## config.mk

```make
export PLATFORM = sky130hd
export DESIGN_NAME = sacl_ram
export DESIGN_NICKNAME = d
export VERILOG_FILES = /design/src/sacl_ram.sv
export SDC_FILE = /design/constraint.sdc
export NUM_CORES = 1
export LEC_CHECK = 0
export ABC_AREA = 1
export BUFFER_PORTS_ARGS = -buffer_cell sky130_fd_sc_hd__buf_2
export CAP_MARGIN = 30
export CORE_UTILIZATION = 45
export DETAILED_ROUTE_END_ITERATION = 16
export SLEW_MARGIN = 5
export SYNTH_ARGS = -nofsm -noshare
export SYNTH_HDL_FRONTEND = slang
export SYNTH_SLANG_ARGS = --single-unit
```

## constraint.sdc

```tcl
create_clock -name clk -period 1.5 [get_ports clk]
set_input_delay 0.225 -clock clk [delete_from_list [all_inputs] [get_ports clk]]
set_output_delay 0.225 -clock clk [all_outputs]
set_load 0.005 [all_outputs]
```

## src/sacl_ram.sv

```systemverilog
// Generic single-write, single-read RAM with registered read data.
module sacl_ram #(
  parameter int WIDTH = 8,
  parameter int DEPTH = 16,
  localparam int AW = (DEPTH > 1) ? $clog2(DEPTH) : 1
) (
  input  logic             clk,
  input  logic             we,
  input  logic [AW-1:0]    waddr,
  input  logic [WIDTH-1:0] wdata,
  input  logic             re,
  input  logic [AW-1:0]    raddr,
  output logic [WIDTH-1:0] rdata
);

  logic [WIDTH-1:0] mem [DEPTH];

  always_ff @(posedge clk) begin
    if (we) begin
      mem[waddr] <= wdata;
    end
    if (re) begin
      rdata <= mem[raddr];
    end
  end

endmodule

```

==> results.toml <==
[finish]
multi_input_area_um2 = 1210
fin_area_um2 = 6790
final_nets = 619
area_growth_pct = 16.2
drive_above_1_share = 0.131
register_area_um2 = 4080
fillers = 1147
postLayoutCoreUtil = 0.538
diodes = 0

[setup_path]
crit_type = "reg2out"
cp.arrival_ns = 0.98
worst_ep_required_time_ns = 1.27
max_stage_delay_ns = 0.42
cp_slowest_cell = "edfxtp_1"
r2r-start = "mem[1][2]"
critPathBufInv = 1
rr_worst_depth = 6
path_cells = "buf_2"
reg2reg_to = "rdata[2]"
critPathTopFamily = "flip-flops"
start_kind = "flop"
cp-end-kind = "output port"
cp_max_fo = 1
reg2reg_slack_ns = 0.36

[synthesis]
syn-num-nets = 570
ys_ff_latch = 136
avgSynthCellArea_um2 = 10.6
synth.top_cell.area_share = 0.698
synth_common_cells = "nand2_1, edfxtp_1, inv_1"
ys_seq_area_frac = 0.698
yosysWarnings = 0
synth.most_common_cell = "nand2_1"
netlist_instances = 551
async_flop_share = 0
synth.top_cells.by_area = "edfxtp_1, nand2_1, nand3_1"
ys.flop_type = "edfxtp_1"
yosysUniqueCellTypes = 11
synth_area_um2 = 5850
synth_edf_count = 136
yosysTopAreaCell = "edfxtp_1"

[global_route]
grt_overflow = 0
grt_max_degree = 33
grt_usage = 0.218
antenna_found_initial = 0
grt_pass1_wl_mm = 20.4
grt_pass1_vias = 3723

[clocking]
postCtsHoldBufs = 0
clk_root_buffer_cell = "clkbuf_16"
numCtsBuffers = 17
cts.sinks = 136
clk_pin_slew_worst_paths_ns = 0.06
post-cts-setup-buffers = 0
htreeDepth = 4
tritoncts = "done"
insertion_delay_ns = 0.42
cts_buffer_depth = 2
ctsResizeCount = 0

[floorplanning]
die_w_um = 116
core_um2 = 12600
dieArea_um2 = 13500
initial_utilization = 0.463
ios = 27
row_count = 41
die_h_um = 116

[drt]
antenna_left = 0
wl_per_cell_um = 16.5
drt-total-wl_mm = 13.0
drc_errors = 0
dr.first_iter.drc_count = 373
dr.pass1.iters = 4
vias = 3836
viasPerCell = 4.89

[power]
leakagePower_nw = 2.93
fin_total_pwr_w = 0.00849
power_density_nw_per_um2 = 1250
ir_worst_vdd_uv = 770

[sta]
worstMarginPinSlew_ns = 0.543
rsz0062_at_grt = "false"
slew_viol_final = 0
finalHoldViolCount = 0
post-route-min-period_ns = 1.20
finalCritPeriodShare = 0.802
slew_headroom = 0.637
setup_viol = 0
fmax_mhz = 831
clock_skew_ns = 0.00936

[place]
place_area_um2 = 6270
io_buffers = 26
gp_congestion = 0.860
post-dp-hpwl_mm = 8.36

[run]
max_cap_violations = 0

[hold_path]
min_to = "rdata[6]"
min-delay-start = "re"
hold-path-cell-count = 1
hold_path_class = "in2reg"

[outcome]
outcome = "complete, no violations"
[flip-flops by register name (all words and copies together), names as in the netlist]
signal / count
mem: 128
rdata: 8
[per-layer routing]
metal | part of all wire | vias to the layer above | global-route usage
met5 | 0 | - | 0
met3 | 0.061 | 13 | 0.0565
met2 | 0.48 | 117 | 0.350
li1 | - | 1879 | -
met4 | 0.011 | 0 | 0.0718
met1 | 0.45 | 1827 | 0.289
[cell type report]
type | instances | share of cell area
Sequential cell | 136 | 0.601
Inverter | 102 | 0.0564
Timing Repair Buffer | 54 | 0.0556
Tap cell | 172 | 0.0317
Clock inverter | 12 | 0.0127
Clock buffer | 19 | 0.0637
Multi-Input combinational cell | 289 | 0.179
[worst reg2reg max path: stages (launching register included)]
cell and delay [ns]:
edfxtp_1 0.36, inv_1 0.06, nand2_1 0.04, nand3_1 0.09
nand3_1 0.11, nand3_1 0.15, nand2_1 0.08
[stage by stage]
stage | setup slack (ns) | instances | hold WS (ns) | TNS, ns
after CTS | 0.274 | 784 | 0.156 | 0
after detailed placement | -0.00477 | 753 | 0.597 | -0.00477
after global placement | -0.00751 | 753 | 0.591 | -0.00751
after floorplan | 0.324 | 551 | 0.324 | 0
final | 0.297 | 784 | 0.178 | 0
after global routing | 0.261 | 784 | 0.169 | 0
[kinds of logic (layout without fill, tap and decap cells)]
kind of cell	after synthesis	after routing	synth area share
DFF	136	136	0.698
buffers and inverters	126	187	0.0939
and+or+nand+nor	289	289	0.208
[power by group]
| part | switching (W) | internal [W] | total [W] | leakage, nW |
|---|---|---|---|---|
| Combinational | 0.000363 | 0.000165 | 0.000528 | 1.45 |
| Sequential | 0.0000256 | 0.00428 | 0.00431 | 1.24 |
| Clock | 0.00143 | 0.00222 | 0.00365 | 0.246 |
| Total | 0.00182 | 0.00667 | 0.00849 | 2.93 |
[layout by cell type, fill, tap and decap left out]
cell	count
nand3_1	97
buf_2	26
inv_2	2
clkinv_2	3
nand2_1	173
clkinvlp_4	3
clkbuf_1	2
bufinv_16	1
buf_12	3
buf_4	25
nor2_1	17
clkinv_1	5
clkbuf_16	17
inv_1	100
edfxtp_1	136
nand3b_1	2
[worst max path at each step]
stage / end / cells past startpoint / from
6_report: rdata[7] / 1 / rdata[7]
2_1_floorplan: mem[10][0] / 2 / waddr[2]
5_1_grt: rdata[7] / 1 / rdata[7]
3_5_place_dp: rdata[6] / 8 / raddr[0]
3_3_place_gp: rdata[0] / 8 / raddr[0]
4_1_cts: rdata[7] / 1 / rdata[7]
No activity file was read; power rests on OpenSTA's default activity.
