[src/sacl_pkg.sv]
// Shared types, constants and helpers for the LRU set-associative cache model.
package sacl_pkg;

  localparam int DEF_MAX_SET_BITS = 6;
  localparam int DEF_MAX_WAYS     = 8;
  localparam int MAX_WAYS_CAP     = 32;
  localparam int WAY_FIELD_W      = $clog2(MAX_WAYS_CAP);

  localparam int ADDR_W  = 64;
  localparam int TAG_W   = 64;
  localparam int STAMP_W = 32;
  localparam int TOTAL_W = 32;

  localparam int OPCODE_W      = 2;
  localparam int SET_BITS_W    = 3;
  localparam int OFFSET_BITS_W = 6;
  localparam int WAYS_USED_W   = 4;
  localparam int CFG_INDEX_W   = 2;
  localparam int CFG_DATA_W    = 6;

  localparam logic [OPCODE_W-1:0] OP_LOAD   = 2'd0;
  localparam logic [OPCODE_W-1:0] OP_STORE  = 2'd1;
  localparam logic [OPCODE_W-1:0] OP_MODIFY = 2'd2;
  localparam logic [OPCODE_W-1:0] OP_NONE   = 2'd3;

  localparam logic [CFG_INDEX_W-1:0] REG_SET_BITS    = 2'd0;
  localparam logic [CFG_INDEX_W-1:0] REG_OFFSET_BITS = 2'd1;
  localparam logic [CFG_INDEX_W-1:0] REG_WAYS_USED   = 2'd2;

  localparam int IN_DATA_W  = 72;
  localparam int OUT_DATA_W = 104;

  typedef struct packed {
    logic               valid;
    logic [TAG_W-1:0]   tag;
    logic [STAMP_W-1:0] stamp;
  } entry_t;

  localparam int ENTRY_W = $bits(entry_t);

  typedef struct packed {
    logic                   hit;
    logic [WAY_FIELD_W-1:0] hit_way;
    logic                   inv;
    logic [WAY_FIELD_W-1:0] inv_way;
    logic [WAY_FIELD_W-1:0] lru_way;
  } scan_res_t;

  function automatic logic [31:0] sat_inc(input logic [31:0] v);
    return (v == '1) ? v : v + 32'd1;
  endfunction

endpackage

[src/sacl_split.sv]
// Address splitter: shifts the byte address into set index and tag.
module sacl_split
  import sacl_pkg::*;
#(
  parameter int MAX_SET_BITS = DEF_MAX_SET_BITS,
  localparam int SW = (MAX_SET_BITS > 0) ? MAX_SET_BITS : 1
) (
  input  logic [ADDR_W-1:0]        address,
  input  logic [SET_BITS_W-1:0]    set_bits,
  input  logic [OFFSET_BITS_W-1:0] offset_bits,
  output logic [SW-1:0]            set_idx,
  output logic [TAG_W-1:0]         tag
);

  logic [SET_BITS_W-1:0]  sb;
  logic [OFFSET_BITS_W:0] tag_sh;
  logic [ADDR_W-1:0]      blk;
  logic [ADDR_W-1:0]      set_mask;
  logic [ADDR_W-1:0]      set_full;

  always_comb begin
    if (int'(set_bits) > MAX_SET_BITS) begin
      sb = SET_BITS_W'(MAX_SET_BITS);
    end else begin
      sb = set_bits;
    end
    tag_sh   = {1'b0, offset_bits} + {{(OFFSET_BITS_W + 1 - SET_BITS_W){1'b0}}, sb};
    blk      = address >> offset_bits;
    set_mask = ~({ADDR_W{1'b1}} << sb);
    set_full = blk & set_mask;
    set_idx  = set_full[SW-1:0];
    if (tag_sh[OFFSET_BITS_W]) begin
      tag = '0;
    end else begin
      tag = address >> tag_sh[OFFSET_BITS_W-1:0];
    end
  end

endmodule

[config.mk]
export PLATFORM = sky130hd
export DESIGN_NAME = sacl_split
export DESIGN_NICKNAME = d
export VERILOG_FILES = /design/src/sacl_pkg.sv /design/src/sacl_split.sv
export SDC_FILE = /design/constraint.sdc
export NUM_CORES = 1
export LEC_CHECK = 0
export ABC_AREA = 1
export CORE_ASPECT_RATIO = 1.2
export CORE_MARGIN = 1
export CORE_UTILIZATION = 68
export DETAILED_ROUTE_END_ITERATION = 8
export DONT_BUFFER_PORTS = 1
export PLACE_DENSITY_LB_ADDON = 0.05
export SETUP_SLACK_MARGIN = 0.2
export SLEW_MARGIN = 25
export SYNTH_ARGS = -nofsm -noshare
export SYNTH_HDL_FRONTEND = slang
export SYNTH_SLANG_ARGS = --single-unit
export TNS_END_PERCENT = 1
[constraint.sdc]
create_clock -name vclk -period 5.2
set_input_delay 0.26 -clock vclk [all_inputs]
set_output_delay 0.26 -clock vclk [all_outputs]
set_load 0.01 [all_outputs]
==> flow_summary_export.csv <==
group,metric,value,unit
grt,track_usage,0.487,
synth,synthesis.nets,1498,
pwr,report.power.total,1.35,mW
pwr,internal_power,0.376,mW
clock_tree,postCtsHoldBufs,0,
synth,synth.avg_cell_area,4.69,um2
sta,slew_headroom,0.278,
clock_tree,cts-resized-gates,0,
run,maxCapViolations,0,
placement,dp_hpwl,20100,um
detailed_routing,dr.pass1.iters,6,
grt,met2_usage,0.721,
worst_setup_path,path_class,"in2out",
layout,n_clock_buffer,0,
clock_tree,cts_setup_buffers,0,
synth,ys_warn_count,0,
pwr,combPwrFrac,1.000,
sta,fin_worst_hold_slack,0.692,ns
sta,maxSlewViolCount,0,
layout,fillers,1066,
pwr,power-per-cell-area,211,nW/um2
floorplan,die_y,110,um
layout,nNetsFinal,1393,
layout,antenna_cells,0,
grt,use_met1,0.661,
min_path,holdCritPathClass,"in2out",
floorplan,die_x,92.3,um
detailed_routing,antenna_left,0,
worst_setup_path,crit_start,"set_bits[2]",
pwr,p_sw,0.971,mW
pwr,ir_drop,162,uV
grt,grt_start_max_net_pins,131,
sta,setup_viol,0,
sta,min_period,3.69,ns
worst_setup_path,end_kind,"primary output",
detailed_routing,drc,0,
grt,grt_pass1_vias,7647,
pwr,p_sw_frac,0.721,
sta,setup_tns,0,ns
synth,netlist_area,6660,um2
detailed_routing,dr.first_iter.drc_count,2036,
layout,area_growth,-4.13,%
grt,grt_util_met3,0.119,
synth,yosysSeqAreaShare,0,
worst_setup_path,worst_setup_path_start_kind,"input pin",
synth,synth_cell_types,34,
grt,antenna_found_initial,0,
detailed_routing,vias,9962,
placement,routabilityCongestion,1.09,
layout,layout_common_cells,"nand3_1, nand2_1, o21ai_0, inv_1, nor2_1",
sta,period_share,0.710,
synth,yosys-top-cells-area,"nand3_1, nand2_1, o21ai_0",
worst_setup_path,cp.required,4.94,ns
worst_setup_path,cp_max_fo,33,
pwr,pwr-share-clk,0,
layout,regArea,0,um2
floorplan,initial_core_util,0.700,
synth,synth_cells,1421,
pwr,pwr-share-seq,0,
floorplan,dieArea,10200,um2
synth,synth_top_cell_by_area,"nand3_1",
sta,finalHoldViolations,0,
placement,portBuffers,0,
layout,seq_cell_count,0,
sta,worst_pin_slew,1.08,ns
grt,grt-busiest-layer,"met2",
detailed_routing,postRouteWirelength,26500,um
sta,rsz0062_at_grt,"no",
floorplan,io_pins,143,
layout,drive_gt1_frac,0.0297,
sta,fmax,271,MHz
synth,yosysTopAreaCellShare,0.458,
grt,grt_overflow,0,
layout,mostFrequentLayoutCell,"nand3_1",
worst_setup_path,cp_data_arrival_time,3.43,ns
min_path,holdCritStartpoint,"offset_bits[5]",
floorplan,row_count,39,
detailed_routing,wl_per_cell,18.4,um
floorplan,core,9520,um2
grt,grt_pass1_wl,39700,um
run_status,status,"finished, final reports clean",
detailed_routing,avgViaCountPerCell,6.93,
pwr,p_leak,3.12,nW
## worst paths after layout
path	endpoint	slack, ns	cells past startpoint
setup / recovery	tag[28]	1.51	12
hold / removal	set_idx[4]	0.69	2
## power by group through the flow
stage,Clock [mW],Sequential (mW),Combinational [mW]
after floorplan,0,0,1.05
after global placement,0,0,1.28
after detailed placement,0,0,1.29
after CTS,0,0,1.29
after global routing,0,0,1.46
final,0,0,1.35
## critical path, cell delays in order
cell and delay [ns]:
nand2_2 0.09, nand2_2 0.09, inv_1 0.07, ha_1 0.17
fa_2 0.27, nand2_1 0.08, a21oi_2 0.31, nand3_1 0.11
nand2_1 0.80, inv_1 0.73, nand3_1 0.30, nand2_1 0.13
## Yosys cell counts (2+ instances only)
master and number:
nand3_2 8, buf_4 6, nand2_2 5, nor3_1 9
nor2_1 46, xor2_2 2, nand2_1 350, buf_6 3
o211ai_1 10, or2_2 2, a31oi_1 2, buf_1 28
buf_2 46, inv_1 87, o21ai_1 9, inv_2 5
nand3b_1 3, clkbuf_1 34, xor2_1 2, nand4_1 9
ha_1 3, nand3_1 609, a21oi_1 26, o21ai_0 107
## through the flow
| step | cell area [um2] | cells | utilization | setup WS, ns |
|---|---|---|---|---|
| after floorplan | 6660 | 1421 | - | 2.64 |
| after global placement | 6380 | 1437 | 0.671 | 1.80 |
| after detailed placement | 6380 | 1437 | 0.671 | 1.65 |
| after CTS | 6380 | 1437 | 0.671 | 1.64 |
| after global routing | 6380 | 1437 | 0.671 | 1.28 |
| final | 6380 | 1437 | 0.671 | 1.51 |
## logic make-up after synthesis
family | Yosys count | synth area share
adder cells (fa/ha/maj) | 4 | 0.00865
AO/OA/AOI/OAI | 159 | 0.127
multiplexers | 1 | 0.00150
XOR/XNOR | 4 | 0.00752
buffers and inverters | 210 | 0.135
AND/OR/NAND/NOR | 1043 | 0.720
## metal layers
layer / wire length [um] / part of all wire
met2: 10800 / 0.41
met5: 0 / 0
met4: 1530 / 0.058
met3: 4190 / 0.16
met1: 9960 / 0.38
## final cells by class
| class | instances | area, um2 | share of cell area |
|---|---|---|---|
| Inverter | 92 | 347 | 0.0543 |
| Multi-Input combinational cell | 1211 | 5800 | 0.909 |
| Tap cell | 123 | 154 | 0.0241 |
| Timing Repair Buffer | 11 | 82.6 | 0.0129 |
Power figures use the tool's default switching activity.
