$ cat src/sacl_pkg.sv
// Shared types, constants and helpers for the LRU set-associative cache model.
package sacl_pkg;

  localparam int DEF_MAX_SET_BITS = 6;
  localparam int DEF_MAX_WAYS     = 8;
  localparam int MAX_WAYS_CAP     = 32;
  localparam int WAY_FIELD_W      = $clog2(MAX_WAYS_CAP);

  localparam int ADDR_W  = 64;
  localparam int TAG_W   = 64;
  localparam int STAMP_W = 32;
  localparam int TOTAL_W = 32;

  localparam int OPCODE_W      = 2;
  localparam int SET_BITS_W    = 3;
  localparam int OFFSET_BITS_W = 6;
  localparam int WAYS_USED_W   = 4;
  localparam int CFG_INDEX_W   = 2;
  localparam int CFG_DATA_W    = 6;

  localparam logic [OPCODE_W-1:0] OP_LOAD   = 2'd0;
  localparam logic [OPCODE_W-1:0] OP_STORE  = 2'd1;
  localparam logic [OPCODE_W-1:0] OP_MODIFY = 2'd2;
  localparam logic [OPCODE_W-1:0] OP_NONE   = 2'd3;

  localparam logic [CFG_INDEX_W-1:0] REG_SET_BITS    = 2'd0;
  localparam logic [CFG_INDEX_W-1:0] REG_OFFSET_BITS = 2'd1;
  localparam logic [CFG_INDEX_W-1:0] REG_WAYS_USED   = 2'd2;

  localparam int IN_DATA_W  = 72;
  localparam int OUT_DATA_W = 104;

  typedef struct packed {
    logic               valid;
    logic [TAG_W-1:0]   tag;
    logic [STAMP_W-1:0] stamp;
  } entry_t;

  localparam int ENTRY_W = $bits(entry_t);

  typedef struct packed {
    logic                   hit;
    logic [WAY_FIELD_W-1:0] hit_way;
    logic                   inv;
    logic [WAY_FIELD_W-1:0] inv_way;
    logic [WAY_FIELD_W-1:0] lru_way;
  } scan_res_t;

  function automatic logic [31:0] sat_inc(input logic [31:0] v);
    return (v == '1) ? v : v + 32'd1;
  endfunction

endpackage

$ cat src/sacl_scan.sv
// Way scan unit: tag compare and stamp compare, one way per cycle while step is high.
module sacl_scan
  import sacl_pkg::*;
#(
  parameter int MAX_WAYS = DEF_MAX_WAYS,
  localparam int WIW = (MAX_WAYS > 1) ? $clog2(MAX_WAYS) : 1
) (
  input  logic             clk,
  input  logic             rst_n,
  input  logic             start,
  input  logic             step,
  input  logic [WIW-1:0]   way,
  input  entry_t           entry,
  input  logic [TAG_W-1:0] tag,
  output scan_res_t        res
);

  logic               hit_r;
  logic               inv_r;
  logic [WIW-1:0]     hit_way_r;
  logic [WIW-1:0]     inv_way_r;
  logic [WIW-1:0]     lru_way_r;
  logic [STAMP_W-1:0] lru_stamp_r;
  logic               match;
  logic               older;

  assign match = entry.valid && (entry.tag == tag);
  assign older = (way == '0) || (entry.stamp < lru_stamp_r);

  always_ff @(posedge clk) begin
    if (!rst_n) begin
      hit_r <= 1'b0;
      inv_r <= 1'b0;
    end else if (start) begin
      hit_r <= 1'b0;
      inv_r <= 1'b0;
    end else if (step) begin
      if (!hit_r && match) begin
        hit_r <= 1'b1;
      end
      if (!inv_r && !entry.valid) begin
        inv_r <= 1'b1;
      end
    end
  end

  always_ff @(posedge clk) begin
    if (step) begin
      if (!hit_r && match) begin
        hit_way_r <= way;
      end
      if (!inv_r && !entry.valid) begin
        inv_way_r <= way;
      end
      if (older) begin
        lru_way_r   <= way;
        lru_stamp_r <= entry.stamp;
      end
    end
  end

  always_comb begin
    res         = '0;
    res.hit     = hit_r;
    res.inv     = inv_r;
    res.hit_way = WAY_FIELD_W'(hit_way_r);
    res.inv_way = WAY_FIELD_W'(inv_way_r);
    res.lru_way = WAY_FIELD_W'(lru_way_r);
  end

endmodule

$ cat config.mk
export PLATFORM = sky130hd
export DESIGN_NAME = sacl_scan
export DESIGN_NICKNAME = d
export VERILOG_FILES = /design/src/sacl_pkg.sv /design/src/sacl_scan.sv
export SDC_FILE = /design/constraint.sdc
export NUM_CORES = 1
export LEC_CHECK = 0
export BUFFER_PORTS_ARGS = -buffer_cell sky130_fd_sc_hd__buf_2
export CAP_MARGIN = 25
export CORE_ASPECT_RATIO = 0.6
export CORE_UTILIZATION = 48
export CTS_BUF_LIST = sky130_fd_sc_hd__clkbuf_8
export CTS_CLUSTER_SIZE = 8
export DETAILED_ROUTE_END_ITERATION = 8
export HOLD_SLACK_MARGIN = 0.06
export PLACE_DENSITY_LB_ADDON = 0.2
export SETUP_SLACK_MARGIN = 0.4
export SKIP_CTS_REPAIR_TIMING = 1
export SYNTH_ARGS = -nofsm -noshare
export SYNTH_HDL_FRONTEND = slang
export SYNTH_SLANG_ARGS = --single-unit
$ cat constraint.sdc
create_clock -name clk -period 8.8 [get_ports clk]
set_input_delay 1.32 -clock clk [delete_from_list [all_inputs] [get_ports clk]]
set_output_delay 1.32 -clock clk [all_outputs]
set_load 0.03 [all_outputs]
==> metrics.cfg <==
[run_status]
status = finished clean

[sta]
rsz0062_at_grt = false
tightest_slew_ps = 618
max_freq_mhz = 279
setup_tns_ps = 0
min_period_ps = 3580
finalHoldViolCount = 0
slew_headroom = 0.586
finalClockSkew_ps = 7.87
drv_slew = 0
setup_viol = 0
fin_hold_ws_ps = 480
fin_crit_sh = 0.407

[cts]
cts_tree = done
cts.sinks = 43
cts.path.max_buffers = 2
cts_buffers = 5
clk_latency_ps = 300
clk_root_buffer_cell = clkbuf_8
cts-htree-levels = 2
clkTransAtPathRegs_ps = 80

[power]
pwr-share-clk = 0.222
powerDensity_nw_per_um2 = 140
ir_drop_v = 0.000115
finalPower_mw = 0.573
pwr-share-comb = 0.320
power.switching_mw = 0.175
seqPwrFrac = 0.458
p_int_mw = 0.397
p_leak_nw = 1.88
sw_frac_of_total = 0.306

[synthesis]
synth_warnings = 0
syn_area_um2 = 3020
synth.avg_cell_area_um2 = 10.6
synthArstFlopShare = 0
synth_edf_count = 41
ys_ff_latch = 43
synth_flop_cell = edfxtp_1
ys_seq_area_frac = 0.422
synth_cells = 284
synthDistinctLibCells = 34

[floorplanning]
dieArea_um2 = 6610
initial_core_util = 0.519
rows = 21
die_x_um = 104
io_pins = 185
fp.dieH_um = 63.4
coreArea_um2 = 5810

[global_route]
grt_use_met3 = 0.0487
antenna_found_initial = 0
grt_pass1_vias = 2567
grt_max_degree = 36
overflow = 0
gr-usage-met2 = 0.372
grt_pass1_wl_mm = 11.9
grtUsageMet1 = 0.338
grt.busiest_layer = met2
grt.total_usage = 0.237

[run]
maxCapViolCount = 0

[critical_path]
rr_endpoint = lru_stamp_r[25]$_DFFE_PP_
rr_worst_depth = 8
cp_slowest_stage_delay_ps = 550
cp.required_ps = 8810
crit_arrival_ps = 3590
crit_end = lru_stamp_r[25]$_DFFE_PP_
cp_max_fo = 18
rr_startpoint = lru_stamp_r[25]$_DFFE_PP_
path_cells = buf_2, ha_1, a21o_1, a221o_1, a221oi_2, o2111ai_1, o21ai_4, buf_16
r2r_setup_slack_ps = 5990
critPathLaunch = entry[25]
crit_path_end_kind = flip-flop
critPathKind = in2reg
slowest_stage = o21ai_4
startpoint_type = input pin

[route]
drtAntennaViolNets = 0
detail_route.wl_per_cell_um = 13.8
route.detailed.drc = 0
firstDrtPassIters = 4
drt_iter0_drc = 147
drt_wl_total_mm = 7.57
routed-via-count = 2687
viasPerCell = 4.90

[layout]
final.fill_count = 467
n_antenna_cell = 0
nets = 666
area_growth_pct = 35.9
fin_util = 0.705
drive_gt1_frac = 0.404

[hold_path]
hold_path.class = reg2reg

[placed_design]
io_buffers = 178
place_congestion = 0.869
hpwl_mm = 6.64

## per-layer routing
| layer | vias up | routed length, um |
|---|---|---|
| li1 | 1384 | - |
| met1 | 1185 | 3630 |
| met2 | 107 | 3290 |
| met3 | 11 | 574 |
| met4 | 0 | 75 |
| met5 | - | 0 |
## flip-flops by register name (all words and copies together) (netlist names)
signal       flops
hit_r            1
hit_way_r        3
inv_r            1
inv_way_r        3
lru_stamp_r     32
lru_way_r        3
## cell families (layout without fill, tap and decap cells)
kind of cell | count (synthesis) | in the layout | share of synthesized area
AOI/OAI and AO/OA | 27 | 27 | 0.0552
buffers and inverters | 39 | 218 | 0.0585
DFF | 43 | 43 | 0.422
other | 1 | 6 | 0.00124
xor gates and xnor gates | 64 | 64 | 0.186
adders and majority gates | 31 | 31 | 0.129
and+or+nand+nor | 79 | 79 | 0.149
## metrics by stage
stage,instance area (um^2),instances,worst slack (ps)
floorplan,3030,289,4260
global placement,3980,539,4820
detailed placement,3980,539,4750
CTS,4070,547,5050
global route,4100,548,5110
finish,4100,548,5220
## worst max-delay path, delay by kind of cell
family / cells / cell delay (ps)
AOI/OAI and AO/OA: 5 / 1630
adders and majority gates: 1 / 300
buffers and inverters: 2 / 340
## worst min-delay path by stage
stage	startpoint	end	cells after the start
2_1_floorplan	hit_r$_SDFFE_PP0P_	hit_r$_SDFFE_PP0P_	2
3_3_place_gp	hit_r$_SDFFE_PP0P_	hit_r$_SDFFE_PP0P_	2
3_5_place_dp	hit_r$_SDFFE_PP0P_	hit_r$_SDFFE_PP0P_	2
4_1_cts	hit_r$_SDFFE_PP0P_	hit_r$_SDFFE_PP0P_	2
5_1_grt	hit_r$_SDFFE_PP0P_	hit_r$_SDFFE_PP0P_	2
6_report	hit_r$_SDFFE_PP0P_	hit_r$_SDFFE_PP0P_	2
## power by group through the flow
stage	sequential (mW)	combinational, mW	clock (mW)
floorplan	0.273	0.0992	0
global placement	0.267	0.170	0
detailed placement	0.268	0.175	0
CTS	0.264	0.177	0.129
global route	0.265	0.207	0.137
finish	0.262	0.183	0.127
## area by class of cell
| cell class | instances | area (um^2) | area share |
|---|---|---|---|
| Inverter | 31 | 116 | 0.0284 |
| Tap cell | 80 | 100 | 0.0244 |
| Timing Repair Buffer | 179 | 918 | 0.224 |
| Sequential cell | 43 | 1270 | 0.310 |
| Multi-Input combinational cell | 207 | 1600 | 0.390 |
| Clock inverter | 3 | 23.8 | 0.00580 |
| Clock buffer | 5 | 68.8 | 0.0168 |
## layout by cell type, fill, tap and decap left out
cell,netlist,layout
xnor2_1,58,58
a21oi_1,12,12
buf_2,0,178
nor2_1,8,8
clkbuf_8,0,5
nand4b_1,1,1
a211oi_1,1,1
inv_6,0,1
and3_1,1,1
inv_1,31,31
o21ai_0,6,6
conb_1,1,6
ha_1,31,31
o21a_1,1,1
o2111ai_1,1,1
nor2b_1,3,3
clkinvlp_4,0,2
o21ai_4,0,1
xor2_1,6,6
a31oi_1,1,1
buf_16,0,1
nand2_1,16,16
nor3b_1,1,1
a221oi_2,1,1
a221o_1,1,1
nor4_1,7,7
o32ai_1,1,1
dfxtp_1,2,2
nor3_1,2,2
and2_1,1,1
and4_1,2,2
a21o_1,1,1
nand4_1,28,28
edfxtp_1,41,41
nor4bb_1,1,1
and3b_1,1,1
nor4b_1,3,3
nand3_1,4,4
## cell usage after synthesis, drive strengths merged, types with 2 or more instances
cell	count	area, um^2
nand4	28	175
a21oi	12	60.1
xnor2	58	508
edfxtp	41	1230
nand2	16	60.1
o21ai	7	35.0
nor4b	3	26.3
nor3	2	10.0
inv	31	116
ha	31	388
nand3	4	20.0
buf	8	60.1
dfxtp	2	40.0
xor2	6	52.6
nor2b	3	18.8
nor2	8	30.0
and4	2	17.5
nor4	7	43.8
No activity file was read; power rests on OpenSTA's default activity.
